==> src/design/fspc_pkg.sv <==
package fspc_pkg;

    // Output format codes
    localparam logic [2:0] FMT_INT16 = 3'd0;
    localparam logic [2:0] FMT_INT24 = 3'd1;
    localparam logic [2:0] FMT_INT32 = 3'd2;
    localparam logic [2:0] FMT_F32   = 3'd3;
    localparam logic [2:0] FMT_F64   = 3'd4;

    // Register indexes (paddr[3:2])
    localparam logic [1:0] REG_FORMAT = 2'd0;
    localparam logic [1:0] REG_ENDIAN = 2'd1;
    localparam logic [1:0] REG_CLAMP  = 2'd2;

    // Double precision scale factors (2^(N-1)-1 + 0.49999) as 53-bit
    // significands; value = M * 2^-K.
    localparam logic [52:0] SCALE16_M = 53'd9007061813038741;
    localparam logic [52:0] SCALE24_M = 53'd9007198717859343;
    localparam logic [52:0] SCALE32_M = 53'd9007199252643798;
    localparam logic [5:0]  SCALE16_K = 6'd38;
    localparam logic [5:0]  SCALE24_K = 6'd30;
    localparam logic [5:0]  SCALE32_K = 6'd22;

    typedef struct packed {
        logic [31:0] sample_bits;
        logic        end_of_block;
    } t_in_item;

    typedef struct packed {
        logic [63:0] packed_bytes;
        logic [3:0]  byte_count;
        logic        overflow;
        logic        end_of_block_out;
    } t_out_item;

    typedef struct packed {
        logic [2:0] fmt;
        logic       big_endian;
        logic       clamp_en;
    } t_cfg;

    // Converted value ahead of byte packing
    typedef struct packed {
        logic [63:0] val;
        logic [2:0]  fmt;
        logic        big_endian;
        logic        overflow;
        logic        eob;
    } t_conv_item;

endpackage

==> src/design/fspc_apb_regs.sv <==
module fspc_apb_regs (
    input  logic           i_clk,
    input  logic           i_rst_n,
    input  logic           psel,
    input  logic           penable,
    input  logic           pwrite,
    input  logic [3:0]     paddr,
    input  logic [31:0]    pwdata,
    output logic [31:0]    prdata,
    output logic           pready,
    output fspc_pkg::t_cfg o_cfg
);
    import fspc_pkg::*;

    logic [2:0] r_fmt;
    logic       r_big_endian;
    logic       r_clamp_en;
    logic       wr_en;

    assign pready = 1'b1;
    assign wr_en  = psel & penable & pwrite;

    always_ff @(posedge i_clk) begin
        if (!i_rst_n) begin
            r_fmt        <= FMT_INT16;
            r_big_endian <= 1'b0;
            r_clamp_en   <= 1'b1;
        end else if (wr_en) begin
            case (paddr[3:2])
                REG_FORMAT: r_fmt        <= pwdata[2:0];
                REG_ENDIAN: r_big_endian <= pwdata[0];
                REG_CLAMP:  r_clamp_en   <= pwdata[0];
                default: ;
            endcase
        end
    end

    always_comb begin
        case (paddr[3:2])
            REG_FORMAT: prdata = {29'b0, r_fmt};
            REG_ENDIAN: prdata = {31'b0, r_big_endian};
            REG_CLAMP:  prdata = {31'b0, r_clamp_en};
            default:    prdata = 32'b0;
        endcase
    end

    assign o_cfg = '{fmt: r_fmt, big_endian: r_big_endian, clamp_en: r_clamp_en};

endmodule

==> src/design/fspc_scale.sv <==
module fspc_scale (
    input  logic                 i_clk,
    input  logic                 i_rst_n,
    input  logic                 i_valid,
    input  fspc_pkg::t_in_item   i_item,
    input  fspc_pkg::t_cfg       i_cfg,
    output logic                 o_valid,
    output fspc_pkg::t_conv_item o_conv
);
    import fspc_pkg::*;

    // valid bits for stages 1..6
    logic [6:1] r_v;

    // side band carried through stages 1..5
    typedef struct packed {
        logic [31:0] raw;
        logic [2:0]  fmt;
        logic        big_endian;
        logic        eob;
        logic        sign;
        logic        nan;
        logic        zero;
    } t_side;

    t_side r_sd1, r_sd2, r_sd3, r_sd4, r_sd5;

    // ---- stage 1: decode, clamp, scale select, subnormal lead count
    logic [31:0] n_bits;
    logic [52:0] n_mant;
    logic [5:0]  n_k;
    logic [4:0]  n_lzs;
    logic [4:0]  lead;
    logic [7:0]  n_e;
    t_side       n_sd1;

    logic [23:0] r_s1_m;
    logic [7:0]  r_s1_e;
    logic [52:0] r_s1_mant;
    logic [5:0]  r_s1_k;
    logic [4:0]  r_s1_lzs;

    always_comb begin
        n_bits = i_item.sample_bits;
        if (i_cfg.clamp_en && (i_item.sample_bits[30:0] > 31'h3F80_0000)) begin
            n_bits = {i_item.sample_bits[31], 31'h3F80_0000};
        end
        n_e = n_bits[30:23];
        case (i_cfg.fmt)
            FMT_INT16: begin
                n_mant = SCALE16_M;
                n_k    = SCALE16_K;
            end
            FMT_INT24: begin
                n_mant = SCALE24_M;
                n_k    = SCALE24_K;
            end
            default: begin
                n_mant = SCALE32_M;
                n_k    = SCALE32_K;
            end
        endcase
        lead = 5'd0;
        for (int i = 0; i < 23; i++) begin
            if (i_item.sample_bits[i]) lead = 5'(i);
        end
        n_lzs = 5'd23 - lead;
        n_sd1.raw        = i_item.sample_bits;
        n_sd1.fmt        = i_cfg.fmt;
        n_sd1.big_endian = i_cfg.big_endian;
        n_sd1.eob        = i_item.end_of_block;
        n_sd1.sign       = i_item.sample_bits[31];
        n_sd1.nan        = (i_item.sample_bits[30:23] == 8'hFF) &&
                           (i_item.sample_bits[22:0] != 23'b0);
        // below 2^-32 the scaled value truncates to zero
        n_sd1.zero       = n_e < 8'd95;
    end

    always_ff @(posedge i_clk) begin
        r_s1_m    <= {1'b1, n_bits[22:0]};
        r_s1_e    <= n_e;
        r_s1_mant <= n_mant;
        r_s1_k    <= n_k;
        r_s1_lzs  <= n_lzs;
        r_sd1     <= n_sd1;
    end

    // ---- stage 2: partial products, shift base, float64 widening
    logic [50:0]       r_s2_pplo;
    logic [49:0]       r_s2_pphi;
    logic signed [9:0] r_s2_sh;
    logic [63:0]       r_s2_wide;
    logic [63:0]       n_wide;
    logic [23:0]       wsh;
    logic [10:0]       wex;

    always_comb begin
        wsh = 24'({1'b0, r_sd1.raw[22:0]}) << r_s1_lzs;
        wex = 11'd897 - 11'(r_s1_lzs);
        if (r_sd1.raw[30:23] == 8'hFF) begin
            n_wide = {r_sd1.raw[31], 11'h7FF, r_sd1.raw[22:0], 29'b0};
        end else if (r_sd1.raw[30:23] == 8'h00) begin
            if (r_sd1.raw[22:0] == 23'b0) begin
                n_wide = {r_sd1.raw[31], 63'b0};
            end else begin
                n_wide = {r_sd1.raw[31], wex, wsh[22:0], 29'b0};
            end
        end else begin
            n_wide = {r_sd1.raw[31], 11'(r_sd1.raw[30:23]) + 11'd896,
                      r_sd1.raw[22:0], 29'b0};
        end
    end

    always_ff @(posedge i_clk) begin
        r_s2_pplo <= {27'b0, r_s1_m} * {24'b0, r_s1_mant[26:0]};
        r_s2_pphi <= {26'b0, r_s1_m} * {24'b0, r_s1_mant[52:27]};
        r_s2_sh   <= 10'sd127 + signed'({4'b0, r_s1_k}) - signed'({2'b0, r_s1_e});
        r_s2_wide <= n_wide;
        r_sd2     <= r_sd1;
    end

    // ---- stage 3: full product
    logic [76:0]       r_s3_p;
    logic signed [9:0] r_s3_sh;
    logic [63:0]       r_s3_wide;

    always_ff @(posedge i_clk) begin
        r_s3_p    <= {r_s2_pphi, 27'b0} + {26'b0, r_s2_pplo};
        r_s3_sh   <= r_s2_sh;
        r_s3_wide <= r_s2_wide;
        r_sd3     <= r_sd2;
    end

    // ---- stage 4: round to 53 bits, nearest even
    logic [52:0]       keep;
    logic              guard, sticky;
    logic [53:0]       r_s4_r;
    logic signed [9:0] r_s4_sh;
    logic [63:0]       r_s4_wide;

    always_comb begin
        if (r_s3_p[76]) begin
            keep   = r_s3_p[76:24];
            guard  = r_s3_p[23];
            sticky = |r_s3_p[22:0];
        end else begin
            keep   = r_s3_p[75:23];
            guard  = r_s3_p[22];
            sticky = |r_s3_p[21:0];
        end
    end

    always_ff @(posedge i_clk) begin
        r_s4_r    <= {1'b0, keep} + {53'b0, guard & (sticky | keep[0])};
        r_s4_sh   <= r_s3_sh - signed'({9'b0, r_s3_p[76]});
        r_s4_wide <= r_s3_wide;
        r_sd4     <= r_sd3;
    end

    // ---- stage 5: truncate to integer magnitude
    logic [32:0] n_mag;
    logic [53:0] shifted;
    logic [32:0] r_s5_mag;
    logic        r_s5_big;
    logic [63:0] r_s5_wide;

    always_comb begin
        shifted = r_s4_r >> r_s4_sh[5:0];
        n_mag   = (r_s4_sh > 10'sd53) ? 33'b0 : shifted[32:0];
    end

    always_ff @(posedge i_clk) begin
        r_s5_mag  <= n_mag;
        // |y| >= 2^32 here, beyond every target range
        r_s5_big  <= r_s4_sh < 10'sd21;
        r_s5_wide <= r_s4_wide;
        r_sd5     <= r_sd4;
    end

    // ---- stage 6: saturate, sign, select by format
    logic [32:0]  lim;
    logic [32:0]  v;
    logic         ovf;
    logic         is_int;
    t_conv_item   n_conv;
    t_conv_item   r_s6;

    always_comb begin
        case (r_sd5.fmt)
            FMT_INT16: lim = 33'h0_0000_8000;
            FMT_INT24: lim = 33'h0_0080_0000;
            default:   lim = 33'h0_8000_0000;
        endcase
        is_int = (r_sd5.fmt == FMT_INT16) || (r_sd5.fmt == FMT_INT24) ||
                 (r_sd5.fmt == FMT_INT32);
        ovf = 1'b0;
        if (r_sd5.nan || r_sd5.zero) begin
            v = 33'b0;
        end else if (r_s5_big || (!r_sd5.sign && r_s5_mag >= lim)) begin
            v   = r_sd5.sign ? -lim : lim - 33'd1;
            ovf = 1'b1;
        end else if (r_sd5.sign && r_s5_mag >= lim + 33'd1) begin
            v   = -lim;
            ovf = 1'b1;
        end else begin
            v = r_sd5.sign ? -r_s5_mag : r_s5_mag;
        end
        v = v & ((lim << 1) - 33'd1);

        n_conv.fmt        = r_sd5.fmt;
        n_conv.big_endian = r_sd5.big_endian;
        n_conv.eob        = r_sd5.eob;
        n_conv.overflow   = is_int & ovf;
        if (is_int) begin
            n_conv.val = {32'b0, v[31:0]};
        end else if (r_sd5.fmt == FMT_F64) begin
            n_conv.val = r_s5_wide;
        end else begin
            n_conv.val = {32'b0, r_sd5.raw};
        end
    end

    always_ff @(posedge i_clk) begin
        r_s6 <= n_conv;
    end

    always_ff @(posedge i_clk) begin
        if (!i_rst_n) begin
            r_v <= '0;
        end else begin
            r_v <= {r_v[5:1], i_valid};
        end
    end

    assign o_valid = r_v[6];
    assign o_conv  = r_s6;

`ifndef SYNTH
    a_ovf_int_only: assert property (@(posedge i_clk) disable iff (!i_rst_n)
        r_v[6] && r_s6.overflow |-> r_s6.fmt == FMT_INT16 ||
            r_s6.fmt == FMT_INT24 || r_s6.fmt == FMT_INT32)
        else $error("overflow on a float format");
    a_nan_zero: assert property (@(posedge i_clk) disable iff (!i_rst_n)
        r_v[5] && r_sd5.nan && r_sd5.fmt == FMT_INT16 |=>
            r_s6.val == 64'b0 && !r_s6.overflow)
        else $error("NaN did not give zero");
    a_round_range: assert property (@(posedge i_clk) disable iff (!i_rst_n)
        r_v[4] |-> r_s4_r[53:52] != 2'b00)
        else $error("rounded significand lost its lead bit");
`endif

endmodule

==> src/design/fspc_pack.sv <==
module fspc_pack (
    input  logic                 i_clk,
    input  logic                 i_rst_n,
    input  logic                 i_valid,
    input  fspc_pkg::t_conv_item i_conv,
    output logic                 o_valid,
    output fspc_pkg::t_out_item  o_item
);
    import fspc_pkg::*;

    logic [63:0] v;
    logic [63:0] swapped;
    logic [3:0]  n_count;
    t_out_item   r_item;
    logic        r_valid;

    always_comb begin
        v = i_conv.val;
        case (i_conv.fmt)
            FMT_INT16: begin
                n_count = 4'd2;
                swapped = {48'b0, v[7:0], v[15:8]};
            end
            FMT_INT24: begin
                n_count = 4'd3;
                swapped = {40'b0, v[7:0], v[15:8], v[23:16]};
            end
            FMT_F64: begin
                n_count = 4'd8;
                swapped = {v[7:0], v[15:8], v[23:16], v[31:24],
                           v[39:32], v[47:40], v[55:48], v[63:56]};
            end
            default: begin
                n_count = 4'd4;
                swapped = {32'b0, v[7:0], v[15:8], v[23:16], v[31:24]};
            end
        endcase
    end

    always_ff @(posedge i_clk) begin
        r_item.packed_bytes     <= i_conv.big_endian ? swapped : v;
        r_item.byte_count       <= n_count;
        r_item.overflow         <= i_conv.overflow;
        r_item.end_of_block_out <= i_conv.eob;
    end

    always_ff @(posedge i_clk) begin
        if (!i_rst_n) begin
            r_valid <= 1'b0;
        end else begin
            r_valid <= i_valid;
        end
    end

    assign o_valid = r_valid;
    assign o_item  = r_item;

`ifndef SYNTH
    a_count_legal: assert property (@(posedge i_clk) disable iff (!i_rst_n)
        r_valid |-> r_item.byte_count == 4'd2 || r_item.byte_count == 4'd3 ||
            r_item.byte_count == 4'd4 || r_item.byte_count == 4'd8)
        else $error("bad byte count");
    a_upper_zero16: assert property (@(posedge i_clk) disable iff (!i_rst_n)
        r_valid && r_item.byte_count == 4'd2 |-> r_item.packed_bytes[63:16] == 48'b0)
        else $error("bytes beyond count");
    a_upper_zero24: assert property (@(posedge i_clk) disable iff (!i_rst_n)
        r_valid && r_item.byte_count == 4'd3 |-> r_item.packed_bytes[63:24] == 40'b0)
        else $error("bytes beyond count");
    a_ovf_count: assert property (@(posedge i_clk) disable iff (!i_rst_n)
        r_valid && r_item.overflow |-> r_item.byte_count != 4'd8)
        else $error("overflow with float64");
`endif

endmodule

==> src/design/float_sample_to_pcm_converter_unit.sv <==
// A sample on start goes through stages 1-6 and the pack register to o_valid.
// Throughput: one sample per cycle; busy stays low, seven samples in flight.
// Depth set by the split 24x53 scale multiply, 77-bit sum, rounding and shift.
// Reset (i_rst_n low, synchronous): pipeline valids clear, registers return
// to int16, little endian, clamp on. The receiver cannot stall the output.
module float_sample_to_pcm_converter_unit (
    input  logic                i_clk,
    input  logic                i_rst_n,
    // configuration port
    input  logic                psel,
    input  logic                penable,
    input  logic                pwrite,
    input  logic [3:0]          paddr,
    input  logic [31:0]         pwdata,
    output logic [31:0]         prdata,
    output logic                pready,
    // sample input
    input  logic                start,
    output logic                busy,
    input  fspc_pkg::t_in_item  i_in_item,
    // result output, one-cycle strobe
    output logic                o_valid,
    output fspc_pkg::t_out_item o_out_item
);
    import fspc_pkg::*;

    t_cfg       cfg;
    t_conv_item conv;
    logic       conv_valid;
    logic       accept;

    // Every stage advances each cycle, so the block never refuses an item.
    assign busy   = 1'b0;
    assign accept = start & ~busy;

    fspc_apb_regs u_regs (
        .i_clk   (i_clk),
        .i_rst_n (i_rst_n),
        .psel    (psel),
        .penable (penable),
        .pwrite  (pwrite),
        .paddr   (paddr),
        .pwdata  (pwdata),
        .prdata  (prdata),
        .pready  (pready),
        .o_cfg   (cfg)
    );

    // Stages 1-6: decode/clamp, partial products, product sum, round,
    // truncate, saturate and format select. Config is sampled at entry.
    fspc_scale u_scale (
        .i_clk   (i_clk),
        .i_rst_n (i_rst_n),
        .i_valid (accept),
        .i_item  (i_in_item),
        .i_cfg   (cfg),
        .o_valid (conv_valid),
        .o_conv  (conv)
    );

    // Stage 7: byte order and byte count into the output register.
    fspc_pack u_pack (
        .i_clk   (i_clk),
        .i_rst_n (i_rst_n),
        .i_valid (conv_valid),
        .i_conv  (conv),
        .o_valid (o_valid),
        .o_item  (o_out_item)
    );

endmodule

==> config.mk <==
export PLATFORM = sky130hd
export DESIGN_NAME = float_sample_to_pcm_converter_unit
export DESIGN_NICKNAME = d
export VERILOG_FILES = /design/src/design/fspc_pkg.sv /design/src/design/fspc_apb_regs.sv /design/src/design/fspc_scale.sv /design/src/design/fspc_pack.sv /design/src/design/float_sample_to_pcm_converter_unit.sv
export SDC_FILE = /design/constraint.sdc
export NUM_CORES = 2
export LEC_CHECK = 0
export BUFFER_PORTS_ARGS = -buffer_cell sky130_fd_sc_hd__buf_2
export CAP_MARGIN = 20
export CELL_PAD_IN_SITES_DETAIL_PLACEMENT = 0
export CELL_PAD_IN_SITES_GLOBAL_PLACEMENT = 1
export CORE_ASPECT_RATIO = 1.5
export CORE_UTILIZATION = 46
export DETAILED_ROUTE_END_ITERATION = 10
export GPL_TIMING_DRIVEN = 0
export PLACE_DENSITY_LB_ADDON = 0.05
export SYNTH_ARGS = -nofsm -noshare
export SYNTH_HDL_FRONTEND = slang
export SYNTH_SLANG_ARGS = --single-unit
==> constraint.sdc <==
create_clock -name i_clk -period 8.3 [get_ports i_clk]
set_clock_uncertainty 0.15 [all_clocks]
set_input_delay 0.415 -clock i_clk [delete_from_list [all_inputs] [get_ports i_clk]]
set_output_delay 0.415 -clock i_clk [all_outputs]
set_load 0.01 [all_outputs]
== Word level (Yosys, flattened, before mapping) ==
Cells that the tools add are included.
Word-level totals
  bits in registers: 985
  bits in latches: 0
  memory bits (writable): 0
  memory bits (read-only): 0
  input port bits: 75
  output and inout bits: 105
  memories kept: 0
Operators by class
  $add $sub $neg: 13
  $mul: 2
  div/mod/pow operators: 0
  order comparisons: 6
  equality and inequality tests: 10
  shifts and indexed selects: 2
  multiplexer cells: 46
  bitwise operators: 8
  reduce and logical (&&, ||, !) cells: 23
Operators with widths (number)
  two-way mux 32 bit: 7
  one-hot mux 64 bit (3 select lines): 1
  two-way mux 63 bit: 2
  adder 77 x 51 -> 77 bit: 1
  one-hot mux 38 bit (2 select lines): 1
  two-way mux 64 bit: 1
  negation 32 bit: 2
  one-hot mux 32 bit (2 select lines): 1
  subtractor 32 x 1 -> 32 bit (second input constant): 2
  adder 53 x 1 -> 54 bit: 1
  right shift 54 x 6 -> 33 bit: 1
  two-way mux 53 bit: 1
  two-way mux 52 bit: 1
  multiplier 24 x 27 -> 51 bit: 1
  multiplier 24 x 26 -> 50 bit: 1
  two-way mux 5 bit: 7
  adder 32 x 1 -> 33 bit (second input constant): 1
  >= comparator 33 x 32 -> 1 bit: 1
  >= comparator 33 bit: 1
  bitwise AND 32 bit: 1
  two-way mux 4 bit: 8
  > comparator 31 x 30 -> 1 bit (second input constant): 1
  two-way mux 31 bit: 1
  zero test 23 bit: 1
  other kinds (36): 64

== Logic depth before layout (Yosys ltp) ==
  depth in word-level cells: 23
  mapped depth: 29

== Hierarchy ==
Synthesis repeated with hierarchy kept, for this count alone.
Second synthesis, totals
  cells, all modules: 5698
  area, all modules: 57701.6 sq um
Modules (own cells, without submodules)
  fspc_scale: instances 1, cells each 5264, area an instance 54018.1 sq um, seq. area each 14774.2 sq um
  fspc_pack: instances 1, cells each 369, area an instance 3159.3 sq um, seq. area each 1421.4 sq um
  fspc_apb_regs: instances 1, cells each 63, area an instance 513.0 sq um, seq. area each 100.1 sq um
  float_sample_to_pcm_converter_unit: instances 1, cells each 2, area an instance 11.3 sq um, seq. area each 0.0 sq um

== Least setup slack after synthesis ==
Ideal clock, no wire load.
  kind: register to register
  from: register u_scale.r_s1_m[0]
  to: register u_scale.r_s2_pphi[48]
  setup time: 0.072 ns
  arrival: 7.812 ns
  data required time: 8.078 ns
  path slack: 0.265 ns
  cell stages (with the launch flop): 23
  path buffers: 0
  clock period less this slack: 8.035 ns
  cell sequence: dfxtp_1 fa_1 inv_1 fa_1 inv_1 fa_1 fa_1 fa_1 inv_1 fa_1 inv_1 fa_1 ha_1 a21o_1 a21o_1 a21oi_1 o21ai_0 a311o_1 a211oi_1 o2bb2ai_1 o41ai_1 o21a_1 xnor2_1
Between the ends
  longest elaborated chain between the ends: 1
Ends and longest elaborated chain
  from (decl): line fspc_scale.sv:37  | logic [23:0] r_s1_m;
  from (signal assigned): line fspc_scale.sv:80  | r_s1_m <= {1'b1, n_bits[22:0]};
  multiplier 24 x 26 -> 50 bit: line fspc_scale.sv:116  | r_s2_pphi <= {26'b0, r_s1_m} * {24'b0, r_s1_mant[52:27]};
  to (signal assigned): line fspc_scale.sv:116
  to (decl): line fspc_scale.sv:90  | logic [49:0] r_s2_pphi;
Every way passes these cells.
A chain may end at the register's enable or synchronous reset.

==> impl_metrics.csv <==
group,metric,value,unit
status,status,"completed",
critical_path,crit_path_start_kind,"register",
detailed_routing,viasPerCell,5.23,
timing,worst_pin_slew,1.07,ns
critical_path,cp-end-kind,"register",
finish,area_growth,12.1,%
timing,setup_slack,0.124,ns
critical_path,reg2reg_from,"u_scale.r_s1_mant[29]",
timing,period_minus_slack,8.18,ns
placement,io_buffer_count,117,
logic_synthesis,synth_edf_count,0,
floorplan,die-area,127000,um2
placement,dp_slack,-2.12,ns
logic_synthesis,ys_types,92,
detailed_routing,wire_per_inst,24.9,um
grt,first_global_vias,42900,
floorplan,die_x,291,um
floorplan,fp-row-count,158,
finish,final_cell_mix,"inv_1, dfxtp_1, fa_1",
critical_path,crit_type,"register to register",
critical_path,worst_ep_required_time,8.70,ns
clock_network,clk_pin_slew,0.07,ns
logic_synthesis,async_reset_ff_share,0,%
clock_network,cts_buffer_depth,3,
finish,num-fill-cells,11500,
detailed_routing,drt_pre_antenna_iters,5,
detailed_routing,antenna_left,0,
grt,grt.overflow.total,0,
timing,worst_slew_margin_rel,28.6,%
floorplan,start_util,46.5,%
clock_network,cts_max_level,3,
timing,final-max-slew-violation-count,0,
logic_synthesis,seq_area_frac_synth,28.4,%
finish,drive_above_1_share,9.46,%
detailed_routing,num_vias,40300,
logic_synthesis,syn_inst,5718,
logic_synthesis,synth_seq_cells,816,
clock_network,clock-root-buffer,"clkbuf_16",
logic_synthesis,yosys_most_used_dff,"dfxtp_1",
placement,gp_congestion,1.00,
finish,final_common_cell,"inv_1",
grt,antenna_found_initial,10,
clock_network,cts_sinks,816,
critical_path,crit_fanout,10,
detailed_routing,drc,0,
grt,grt_pass1_wl,280000,um
clock_network,clock_latency,0.67,ns
detailed_routing,drtIter0Drc,1830,
timing,clock.fmax,0.122,GHz
floorplan,io_pins,180,
timing,final_hold_viol_count,0,
clock_network,cts_tree,"yes",
timing,period_share,98.5,%
logic_synthesis,yosys_warnings,0,
detailed_routing,wl,192000,um
logic_synthesis,syn_area,57500,um2
placement,place_hpwl,164000,um
floorplan,core_area,124000,um2
timing,tns,0,ns
logic_synthesis,synth_area_per_cell,10.1,um2
min_path,min_from,"u_scale.r_sd2[29]",
critical_path,crit_arrival,8.58,ns
job,drv_cap,0,
finish,final_core_util,52.1,%
timing,setup_viol,0,
finish,nets,7324,
clock_network,cts-buffers-inserted,75,
min_path,hold_class,"register to register",
floorplan,die_h,435,um
grt,grt_start_max_net_pins,19,
critical_path,crit_start,"u_scale.r_s1_mant[29]",
grt,grt_usage,30.5,%
-- flip-flops by register name, summed over array words and instances, names as in the netlist, 39 cells and up --
register / flops
u_pack.o_item: 70
u_scale.r_s4_r: 54
u_scale.r_s2_pphi: 50
u_scale.r_sd1: 39
u_scale.o_conv: 69
u_scale.r_s3_p: 77
u_scale.r_s2_pplo: 51
-- final timing paths --
| path | depth (start not counted) | slack [ns] | to |
|---|---|---|---|
| hold / removal | 0 | 0.15 | u_scale.r_sd3[29] |
| hold reg to reg | 0 | 0.15 | u_scale.r_sd3[29] |
| setup / recovery | 27 | 0.12 | u_scale.r_s2_pplo[43] |
| setup reg to reg | 27 | 0.12 | u_scale.r_s2_pplo[43] |
-- cell families (layout without fill, tap and decap cells) --
family | count (synthesis) | in the layout | synth area share, %
flip-flops | 816 | 816 | 28.4
multiplexers | 179 | 179 | 3.87
other | 2 | 34 | 0.0131
buffers and inverters | 1279 | 1644 | 8.62
XOR/XNOR | 247 | 247 | 3.76
AND/OR/NAND/NOR | 1142 | 1142 | 9.79
AO/OA/AOI/OAI | 858 | 858 | 9.47
adder cells (fa/ha/maj) | 1195 | 1195 | 36.1
-- per-stage QoR --
step           hold WS, ns  cell area, um2  cells
5_1_grt              0.163           64500   7712
6_report             0.154           64500   7715
4_1_cts              0.151           64100   7683
3_3_place_gp         0.160           60200   7464
3_5_place_dp         0.162           60600   7478
2_1_floorplan        0.160           57600   5747
-- cell type report --
| class | count | area, um2 | area share [%] |
|---|---|---|---|
| diodes | 3 | 7.51 | 0.0116 |
| repair buffers | 236 | 1830 | 2.84 |
| flip-flops and latches | 816 | 16400 | 25.5 |
| well taps | 1600 | 2000 | 3.10 |
| clock inverters | 39 | 524 | 0.813 |
| inverters | 1081 | 4130 | 6.41 |
| plain buffers | 193 | 930 | 1.44 |
| multi-input cells | 3652 | 36600 | 56.8 |
| clock buffers | 95 | 2000 | 3.10 |
-- critical path, cell delays in order, from the launching register on --
cell and delay, ns:
dfxtp_4 0.41, clkbuf_16 0.21, clkinvlp_4 0.09, buf_4 0.18, nor2_4 0.22, inv_1 0.10
fa_2 0.54, fa_1 0.52, inv_1 0.06, fa_1 0.50, inv_1 0.05, fa_1 0.49
fa_1 0.56, inv_1 0.06, fa_1 0.53, inv_1 0.06, fa_1 0.59, inv_1 0.07
ha_1 0.39, a21o_1 0.19, a221o_1 0.35, a21oi_2 0.21, o21ai_1 0.17, o21ai_2 0.23
nand3_2 0.21, o31a_1 0.37, or4_1 0.41, nand4_1 0.16
-- layer usage --
metal	GRT usage (%)	part of all wire, %	vias to the layer above
met5	0	0.0063	-
met4	25.2	9.5	2
met3	3.20	3.2	488
met2	58.9	55	1009
met1	28.4	32	19900
li1	-	-	18900
-- synthesized netlist by cell type (all sizes together) (89+ instances only) --
library cell  number  area (um2)
nand2            353        1340
o21ai            172         865
fa               775       15500
inv             1078        4050
a21oi            288        1450
ha               419        5240
mux2i            112        1120
xnor2            149        1310
clkbuf           131         492
and2             152         953
nor2             244         923
dfxtp            816       16300
xor2              98         858
a21o              95         713
nand3             89         445
-- timing repair --
| item | CTS | global route |
|---|---|---|
| buffers inserted | 31 | 34 |
| setup endpoints to repair | 65 | 18 |
| resized for setup | 115 | 53 |
| pin swaps | 12 | 17 |
| hold buffers | 40 | 0 |
| hold endpoints to repair | 76 | 0 |
Power is not shown: default switching activity piles up to over one toggle a cycle in this logic, so the estimate is an artifact.
